`src/rtl/nbm_pkg.sv`:
```
// Shared types and constants for the nibble bank mapper with IRQ counter.
`default_nettype none
package nbm_pkg;

	typedef enum logic [1:0] {
		CMD_WRITE  = 2'd0,
		CMD_TICK   = 2'd1,
		CMD_LOOKUP = 2'd2,
		CMD_NOP    = 2'd3
	} cmd_t;

	// Register decode of the IRQ and mirroring window (address & IRQ_DECODE_MASK)
	localparam logic [15:0] IRQ_DECODE_MASK = 16'hF003;
	localparam logic [15:0] REG_RELOAD_N0   = 16'hE000;
	localparam logic [15:0] REG_RELOAD_N1   = 16'hE001;
	localparam logic [15:0] REG_RELOAD_N2   = 16'hE002;
	localparam logic [15:0] REG_RELOAD_N3   = 16'hE003;
	localparam logic [15:0] REG_COUNTER_LD  = 16'hF000;
	localparam logic [15:0] REG_IRQ_CTRL    = 16'hF001;
	localparam logic [15:0] REG_MIRROR      = 16'hF002;

	// Window bases
	localparam logic [15:0] PRG_BASE   = 16'h8000;
	localparam logic [15:0] CHR_BASE   = 16'hA000;
	localparam logic [15:0] CTRL_BASE  = 16'hE000;
	localparam logic [15:0] WRAM_BASE  = 16'h6000;
	localparam logic [15:0] CHR_LIMIT  = 16'h2000;
	localparam logic [7:0]  FIXED_BANK = 8'hFF;

	localparam int PRG_BANKS = 4;
	localparam int CHR_BANKS = 8;

	// Program bank reset values, entry 0 in the low byte
	localparam logic [PRG_BANKS-1:0][7:0] PRG_RESET = {8'hFF, 8'hFE, 8'h01, 8'h00};

	typedef logic [PRG_BANKS-1:0][7:0] prg_banks_t;
	typedef logic [CHR_BANKS-1:0][7:0] chr_banks_t;

	// Replace one nibble of a bank register: odd address sets the high nibble
	function automatic logic [7:0] set_nibble(input logic [7:0] old, input logic odd,
		input logic [3:0] val);
		set_nibble = odd ? {val, old[3:0]} : {old[7:4], val};
	endfunction

endpackage
`default_nettype wire

```
`src/rtl/nibble_bank_mapper_with_irq_counter_unit.sv`:
```
// Nibble bank mapper with 16-bit cycle IRQ counter: top level.
// An accepted input transaction is registered in the input stage, then in the result reg.
// Throughput: one transaction per clock; a new one is taken while a result waits in the
//   output register, so only a stalled output holds off the input.
// Reset (arst_n low, asynchronous): program banks 0,1,FE,FF, pattern banks, IRQ state and
//   mirroring cleared, both pipeline stages empty.
`default_nettype none
module nibble_bank_mapper_with_irq_counter_unit (
	input  wire logic        clk,
	input  wire logic        arst_n,
	// input channel
	input  wire logic        in_valid,
	output logic             in_stall,
	input  wire logic [1:0]  cmd,
	input  wire logic [15:0] address,
	input  wire logic [7:0]  write_value,
	input  wire logic [7:0]  elapsed_cycles,
	input  wire logic        pattern_space,
	// result channel
	output logic             out_valid,
	input  wire logic        out_stall,
	output logic             irq_line,
	output logic [7:0]       bank_number,
	output logic             hits_work_ram,
	output logic             mapped,
	output logic [1:0]       mirroring
);

	// ---------------------------------------------------------------
	// Input stage
	// ---------------------------------------------------------------
	logic                 valid_s1;
	nbm_pkg::cmd_t        cmd_s1;
	logic [15:0]          addr_s1;
	logic [3:0]           val_s1;    // only the low nibble (and bits of it) is ever used
	logic [7:0]           cyc_s1;
	logic                 pat_s1;

	logic                 out_free;  // result register empty or being drained
	logic                 advance;   // s1 transaction is executed this cycle

	assign out_free = !out_valid || !out_stall;
	assign advance  = valid_s1 && out_free;
	assign in_stall = valid_s1 && !out_free;

	always_ff @(posedge clk or negedge arst_n) begin
		if (!arst_n) begin
			valid_s1 <= 1'b0;
		end else if (!in_stall) begin
			valid_s1 <= in_valid;
		end
	end

	always_ff @(posedge clk) begin
		if (in_valid && !in_stall) begin
			cmd_s1  <= nbm_pkg::cmd_t'(cmd);
			addr_s1 <= address;
			val_s1  <= write_value[3:0];
			cyc_s1  <= elapsed_cycles;
			pat_s1  <= pattern_space;
		end
	end

	// ---------------------------------------------------------------
	// Mapper state
	// ---------------------------------------------------------------
	nbm_pkg::prg_banks_t  prg_q, prg_d;
	nbm_pkg::chr_banks_t  chr_q, chr_d;
	logic [15:0]          reload_q, reload_d;
	logic [15:0]          counter_q, counter_d;
	logic                 enabled_q, enabled_d;
	logic                 pending_q, pending_d;
	logic [1:0]           mirror_q, mirror_d;

	// Write decode: register index = addr[1] OR'd into (offset >> 11)
	logic [15:0]          prg_off;
	logic [15:0]          chr_off;
	logic [1:0]           prg_widx;
	logic [2:0]           chr_widx;
	logic [15:0]          irq_reg;
	logic                 tick_fires;

	assign prg_off  = addr_s1 - nbm_pkg::PRG_BASE;
	assign chr_off  = addr_s1 - nbm_pkg::CHR_BASE;
	assign prg_widx = prg_off[12:11] | {1'b0, addr_s1[1]};
	assign chr_widx = chr_off[13:11] | {2'b00, addr_s1[1]};
	assign irq_reg  = addr_s1 & nbm_pkg::IRQ_DECODE_MASK;
	// counter expires when the elapsed count reaches or passes it
	assign tick_fires = {8'h00, cyc_s1} >= counter_q;

	always_comb begin
		prg_d     = prg_q;
		chr_d     = chr_q;
		reload_d  = reload_q;
		counter_d = counter_q;
		enabled_d = enabled_q;
		pending_d = pending_q;
		mirror_d  = mirror_q;
		case (cmd_s1)
			nbm_pkg::CMD_WRITE: begin
				if (addr_s1 >= nbm_pkg::CTRL_BASE) begin
					case (irq_reg)
						nbm_pkg::REG_RELOAD_N0: reload_d[3:0]   = val_s1;
						nbm_pkg::REG_RELOAD_N1: reload_d[7:4]   = val_s1;
						nbm_pkg::REG_RELOAD_N2: reload_d[11:8]  = val_s1;
						nbm_pkg::REG_RELOAD_N3: reload_d[15:12] = val_s1;
						nbm_pkg::REG_COUNTER_LD: counter_d = reload_q;
						nbm_pkg::REG_IRQ_CTRL: begin
							enabled_d = val_s1[0];
							pending_d = 1'b0;
						end
						nbm_pkg::REG_MIRROR: mirror_d = val_s1[1:0];
						default: ;
					endcase
				end else if (addr_s1 >= nbm_pkg::CHR_BASE) begin
					chr_d[chr_widx] = nbm_pkg::set_nibble(chr_q[chr_widx], addr_s1[0], val_s1);
				end else if (addr_s1 >= nbm_pkg::PRG_BASE) begin
					prg_d[prg_widx] = nbm_pkg::set_nibble(prg_q[prg_widx], addr_s1[0], val_s1);
				end
			end
			nbm_pkg::CMD_TICK: begin
				// runs only while enabled and not yet at zero
				if (enabled_q && (counter_q != 16'h0000)) begin
					if (tick_fires) begin
						counter_d = 16'h0000;
						pending_d = 1'b1;
						enabled_d = 1'b0;
					end else begin
						counter_d = counter_q - {8'h00, cyc_s1};
					end
				end
			end
			default: ;
		endcase
	end

	always_ff @(posedge clk or negedge arst_n) begin
		if (!arst_n) begin
			prg_q     <= nbm_pkg::PRG_RESET;
			chr_q     <= '0;
			reload_q  <= '0;
			counter_q <= '0;
			enabled_q <= 1'b0;
			pending_q <= 1'b0;
			mirror_q  <= 2'b00;
		end else if (advance) begin
			prg_q     <= prg_d;
			chr_q     <= chr_d;
			reload_q  <= reload_d;
			counter_q <= counter_d;
			enabled_q <= enabled_d;
			pending_q <= pending_d;
			mirror_q  <= mirror_d;
		end
	end

	// ---------------------------------------------------------------
	// Lookup (reads banks; lookups never change them)
	// ---------------------------------------------------------------
	logic [7:0] bank_d;
	logic       wram_d;
	logic       mapped_d;

	always_comb begin
		bank_d   = 8'h00;
		wram_d   = 1'b0;
		mapped_d = 1'b0;
		if (cmd_s1 == nbm_pkg::CMD_LOOKUP) begin
			if (pat_s1) begin
				if (addr_s1 < nbm_pkg::CHR_LIMIT) begin
					bank_d   = chr_q[addr_s1[12:10]];
					mapped_d = 1'b1;
				end
			end else if (addr_s1 >= nbm_pkg::PRG_BASE) begin
				mapped_d = 1'b1;
				// top 8KB window is hardwired to the last bank
				bank_d = (addr_s1 >= nbm_pkg::CTRL_BASE) ? nbm_pkg::FIXED_BANK
					: prg_q[addr_s1[14:13]];
			end else if (addr_s1 >= nbm_pkg::WRAM_BASE) begin
				wram_d = 1'b1;
			end
		end
	end

	// ---------------------------------------------------------------
	// Result register: status reflects state after this transaction
	// ---------------------------------------------------------------
	always_ff @(posedge clk or negedge arst_n) begin
		if (!arst_n) begin
			out_valid <= 1'b0;
		end else if (out_free) begin
			out_valid <= valid_s1;
		end
	end

	always_ff @(posedge clk) begin
		if (advance) begin
			irq_line      <= pending_d;
			bank_number   <= bank_d;
			hits_work_ram <= wram_d;
			mapped        <= mapped_d;
			// mode 3 behaves as single screen lower
			mirroring     <= mirror_d[1] ? 2'd2 : {1'b0, mirror_d[0]};
		end
	end

`ifndef SYNTHESIS
	// a pending IRQ always leaves the counter disabled
	a_pend_disables: assert property (@(posedge clk) disable iff (!arst_n)
		!(pending_q && enabled_q))
		else $error("IRQ pending while counter still enabled");

	// IRQ only rises out of a tick that drove the counter to zero
	a_rise_at_zero: assert property (@(posedge clk) disable iff (!arst_n)
		$rose(pending_q) |-> (counter_q == 16'h0000) && $past(cmd_s1 == nbm_pkg::CMD_TICK))
		else $error("IRQ raised without counter expiry");

	// input is held off only when a transaction is waiting on a full result register
	a_stall_cause: assert property (@(posedge clk) disable iff (!arst_n)
		in_stall |-> valid_s1 && out_valid && out_stall)
		else $error("input stalled without backpressure");

	// a result never reports both work RAM and a banked window, nor mirroring mode 3
	a_result_excl: assert property (@(posedge clk) disable iff (!arst_n)
		out_valid |-> !(hits_work_ram && mapped) && (mirroring != 2'd3))
		else $error("inconsistent result fields");
`endif

endmodule
`default_nettype wire
```
`config.mk`:
```
export PLATFORM = sky130hd
export DESIGN_NAME = nibble_bank_mapper_with_irq_counter_unit
export DESIGN_NICKNAME = d
export VERILOG_FILES = /design/src/rtl/nbm_pkg.sv /design/src/rtl/nibble_bank_mapper_with_irq_counter_unit.sv
export SDC_FILE = /design/constraint.sdc
export NUM_CORES = 1
export LEC_CHECK = 0
export ABC_CLOCK_PERIOD_IN_PS = 2550
export BUFFER_PORTS_ARGS = -buffer_cell sky130_fd_sc_hd__buf_2
export CORE_ASPECT_RATIO = 1.4
export CORE_MARGIN = 2
export CORE_UTILIZATION = 55
export DETAILED_ROUTE_END_ITERATION = 8
export PLACE_DENSITY = 0.76
export SLEW_MARGIN = 10
export SYNTH_ARGS = -nofsm -noshare
export SYNTH_HDL_FRONTEND = slang
export SYNTH_SLANG_ARGS = --single-unit
```
`constraint.sdc`:
```
create_clock -name clk -period 2.55 [get_ports clk]
set_input_delay 0.3825 -clock clk [delete_from_list [all_inputs] [get_ports clk]]
set_output_delay 0.3825 -clock clk [all_outputs]
set_load 0.05 [all_outputs]
```
==> results by group <==
Worst setup path
  • Crit-path max FO: 8
  • Crit path required time: about 2.9 ns
  • R2R Path End: chr_q[2]
  • R2R Path Start: cmd_s1[1]
  • Critical path type: flop to flop
  • CP startpoint: cmd_s1[1]
  • Startpoint Class: flop
  • Worst R2R Path Depth: 5
  • Crit path DAT: ~2.8 ns
  • R2R setup slack: 0.06 ns
  • Crit end category: flop

Synth
  • XOR/XNOR share of the synthesized area: 0.005053
  • Post-Syn Instances: between 600 and 700
  • Post-synthesis async set-or-reset flop share: 0.7882
  • Multiplexer area fraction after synthesis: 0.2537
  • Flops & latches, synth: between 150 and 200
  • Synthesized cell area: slightly below 9000 um^2
  • Largest family of logic cells by synthesized area: multiplexers
  • Top FF cell, synth: dfrtp_1
  • Adder-cell share of the synthesized area: 0.01386
  • Mean Syn Cell Area: 12.76 um^2
  • Ys Warns: 0
  • Register area share after synthesis: 0.5140
  • Simple-Gate Fraction of Synth Area: 0.08620
  • Yosys cell types: 65
  • Synth Area in Compound Gates: 0.09890
  • Syn nets: between 700 and 800
  • Post-synth EDFFs: 36

Min path
  • Hold Path End: cyc_s1[0]
  • Worst Hold Depth: 1
  • Hold wc startpoint: elapsed_cycles[0]
  • HP Class: primary input to flop

Clock tree
  • Num CTS Buffers: 17
  • Clk slew on worst S/H paths: 0.07 ns
  • Clk buf depth: 2
  • CTS H-tree depth: 4
  • Clock Latency Late Sink: 0.44 ns
  • Clock tree root buffer cell: clkbuf_16
  • TritonCTS clock tree: done
  • # clock sinks: 170

Routing
  • Post-route ant nets: 0
  • Starting DRT DRC Count: 498
  • Drt first pass iters: 5
  • Routed wire length: 20,560 um
  • Vias: 6,093
  • DR vias/cell: 6.373
  • DRC viols: 0
  • WL per Instance: roughly 22 um

Die
  • Rows: 54
  • Ports: 54
  • Die Area: 16,790 um^2
  • Die height: 152.5 um
  • Initial cell density of the core: 0.5601
  • Die X: 110.1 um
  • Placeable core area: 15,470 um^2

Final layout
  • Antenna Cells: 0
  • Multi-input logic area: between 4000 and 5000 um^2
  • Non-Filler Instances: 956
  • Most common cell after layout, fill and taps aside: dfrtp_1
  • Layout area overhead: 15.26%
  • FF/Latch Area: 4454 um^2
  • Final instance area: 9988 um^2
  • Fill cell count: approximately 1,100
  • Share of layout cells above drive strength 1: 0.3408
  • Commonest non-fill, non-tap cells in the layout: 118 x dfrtp_1, 88 x mux2_2, 62 x nand2_1
  • Final net count: 795

GRT
  • GRT Overall Usage: 0.2599
  • Vias in the first global route: 6,398
  • Largest net degree at the start of global routing: 49
  • Remaining global-route overflow: 0
  • Initial antenna violation count: 0
  • Global-route wire length before repair: 32,720 um

Place
  • Port buffer count: 41
  • GPL Wtd Cong: 0.8420
  • Detail Placement HPWL: 14,090 um
  • Placed cells: 922
  • Placed cell area: about 9300 um^2

Power
  • Max VDD drop: 604.5 uV
  • Pleak: 0.004502 uW
  • Power Dens Cells: 767.1 nW/um^2

Timing
  • Final min period: approximately 2.5 ns
  • Clk_skew: 0.01087 ns
  • Unrepaired setup endpoints after global routing: true
  • Worst Hold Slack: 0.1133 ns
  • Setup TNS: 0 ns
  • Final hold violations: 0
  • Tightest Pin Transition: 0.7953 ns
  • Worst slew margin: 0.4698
  • Max Fclk: 0.4018 GHz
  • Final setup fails: 0
  • Period utilisation layout: 0.9761
  • Slew Limit Fails: 0

Job
  • Max Cap Viol: 0

Status
  • Status: finished, final reports clean
## cell usage after synthesis, drive strengths merged (8+ instances only)
cell type	count	area [um^2]
nand3	12	60.06
nor2	45	171.4
o21ai	55	286.5
a21oi	14	73.82
dfrtp	118	2953
nand2b	8	50.05
mux4	40	957.2
ha	8	100.1
nand2	62	232.7
clkbuf	18	67.56
edfxtp	36	1081
inv	16	60.06
dfstp	16	420.4
mux2i	25	250.2
a22oi	10	75.07
mux2	88	991.0
buf	18	117.6
o221ai	8	70.07
## final cells by class
class,instances,share of cell area
Inverter,16,0.006013
Tap cell,196,0.02455
Clock inverter,9,0.009395
Sequential cell,170,0.4459
Clock buffer,23,0.05537
Timing Repair Buffer,85,0.05787
Multi-Input combinational cell,457,0.4009
## cell families (layout without fill, tap and decap cells)
family          Yosys count  count (layout)
flops                   170             170
buf+inv                  52             133
xor+xnor                  5               5
fa+ha+maj                 9               9
simple gates            161             161
mux                     153             153
compound gates          129             129
## report_power, final
group	switching, uW	leakage, uW	total [uW]	internal, uW
registers	217	0.00211	3250	3030
clock network	1090	0.000313	2740	1640
logic	919	0.00207	1670	755
total	2230	0.00450	7660	5430
## state kept, by name, summed over array words and instances, names as in the netlist, 2 cells and up
| signal | cells |
|---|---|
| mirroring | 2 |
| bank_number | 8 |
| cyc_s1 | 8 |
| counter_q | 16 |
| cmd_s1 | 2 |
| prg_q | 32 |
| reload_q | 16 |
| addr_s1 | 8 |
| mirror_q | 2 |
| val_s1 | 4 |
| chr_q | 64 |
## layer usage
| metal | vias to the layer above | global-route usage | routed length [um] |
|---|---|---|---|
| met1 | 3054 | 0.3087 | 7721 |
| met4 | 0 | 0.1423 | 720 |
| met5 | - | 0 | 0 |
| met2 | 252 | 0.4327 | 10810 |
| li1 | 2726 | - | - |
| met3 | 61 | 0.05518 | 1311 |
## timing repair
| action | in CTS | in global routing |
|---|---|---|
| pin swaps | 1 | 2 |
| setup buffers | 0 | 1 |
| hold buffers | 1 | 0 |
| hold endpoints to repair | 38 | 0 |
| resized for setup | 1 | 4 |
| endpoints found under the setup margin | 16 | 32 |
## stage by stage
stage,setup WS [ns],util,total power [uW]
final,0.06098,0.6456,7662
after global routing,-0.08601,0.6456,7987
after CTS,0.02769,0.6440,7671
after detailed placement,-0.3609,0.6010,4908
after global placement,-0.2939,0.6010,4819
after floorplan,0.03533,-,4310
## worst max-delay path by stage
| stage | to | slack (ns) | cells past startpoint |
|---|---|---|---|
| floorplan | chr_q[48] | 0.04 | 6 |
| global placement | counter_q[14] | -0.29 | 9 |
| detailed placement | counter_q[14] | -0.36 | 9 |
| CTS | counter_q[13] | 0.03 | 9 |
| global route | chr_q[14] | -0.09 | 5 |
| finish | chr_q[2] | 0.06 | 5 |
## worst max-delay path: stages, from the launching register on
cell and delay (ns):
edfxtp_1 0.47, nor2_1 0.28, nand3_1 0.20, nor3b_1 0.49, nand2_1 0.51, mux2_2 0.42
Note: power is estimated with default switching activity, not from simulation.
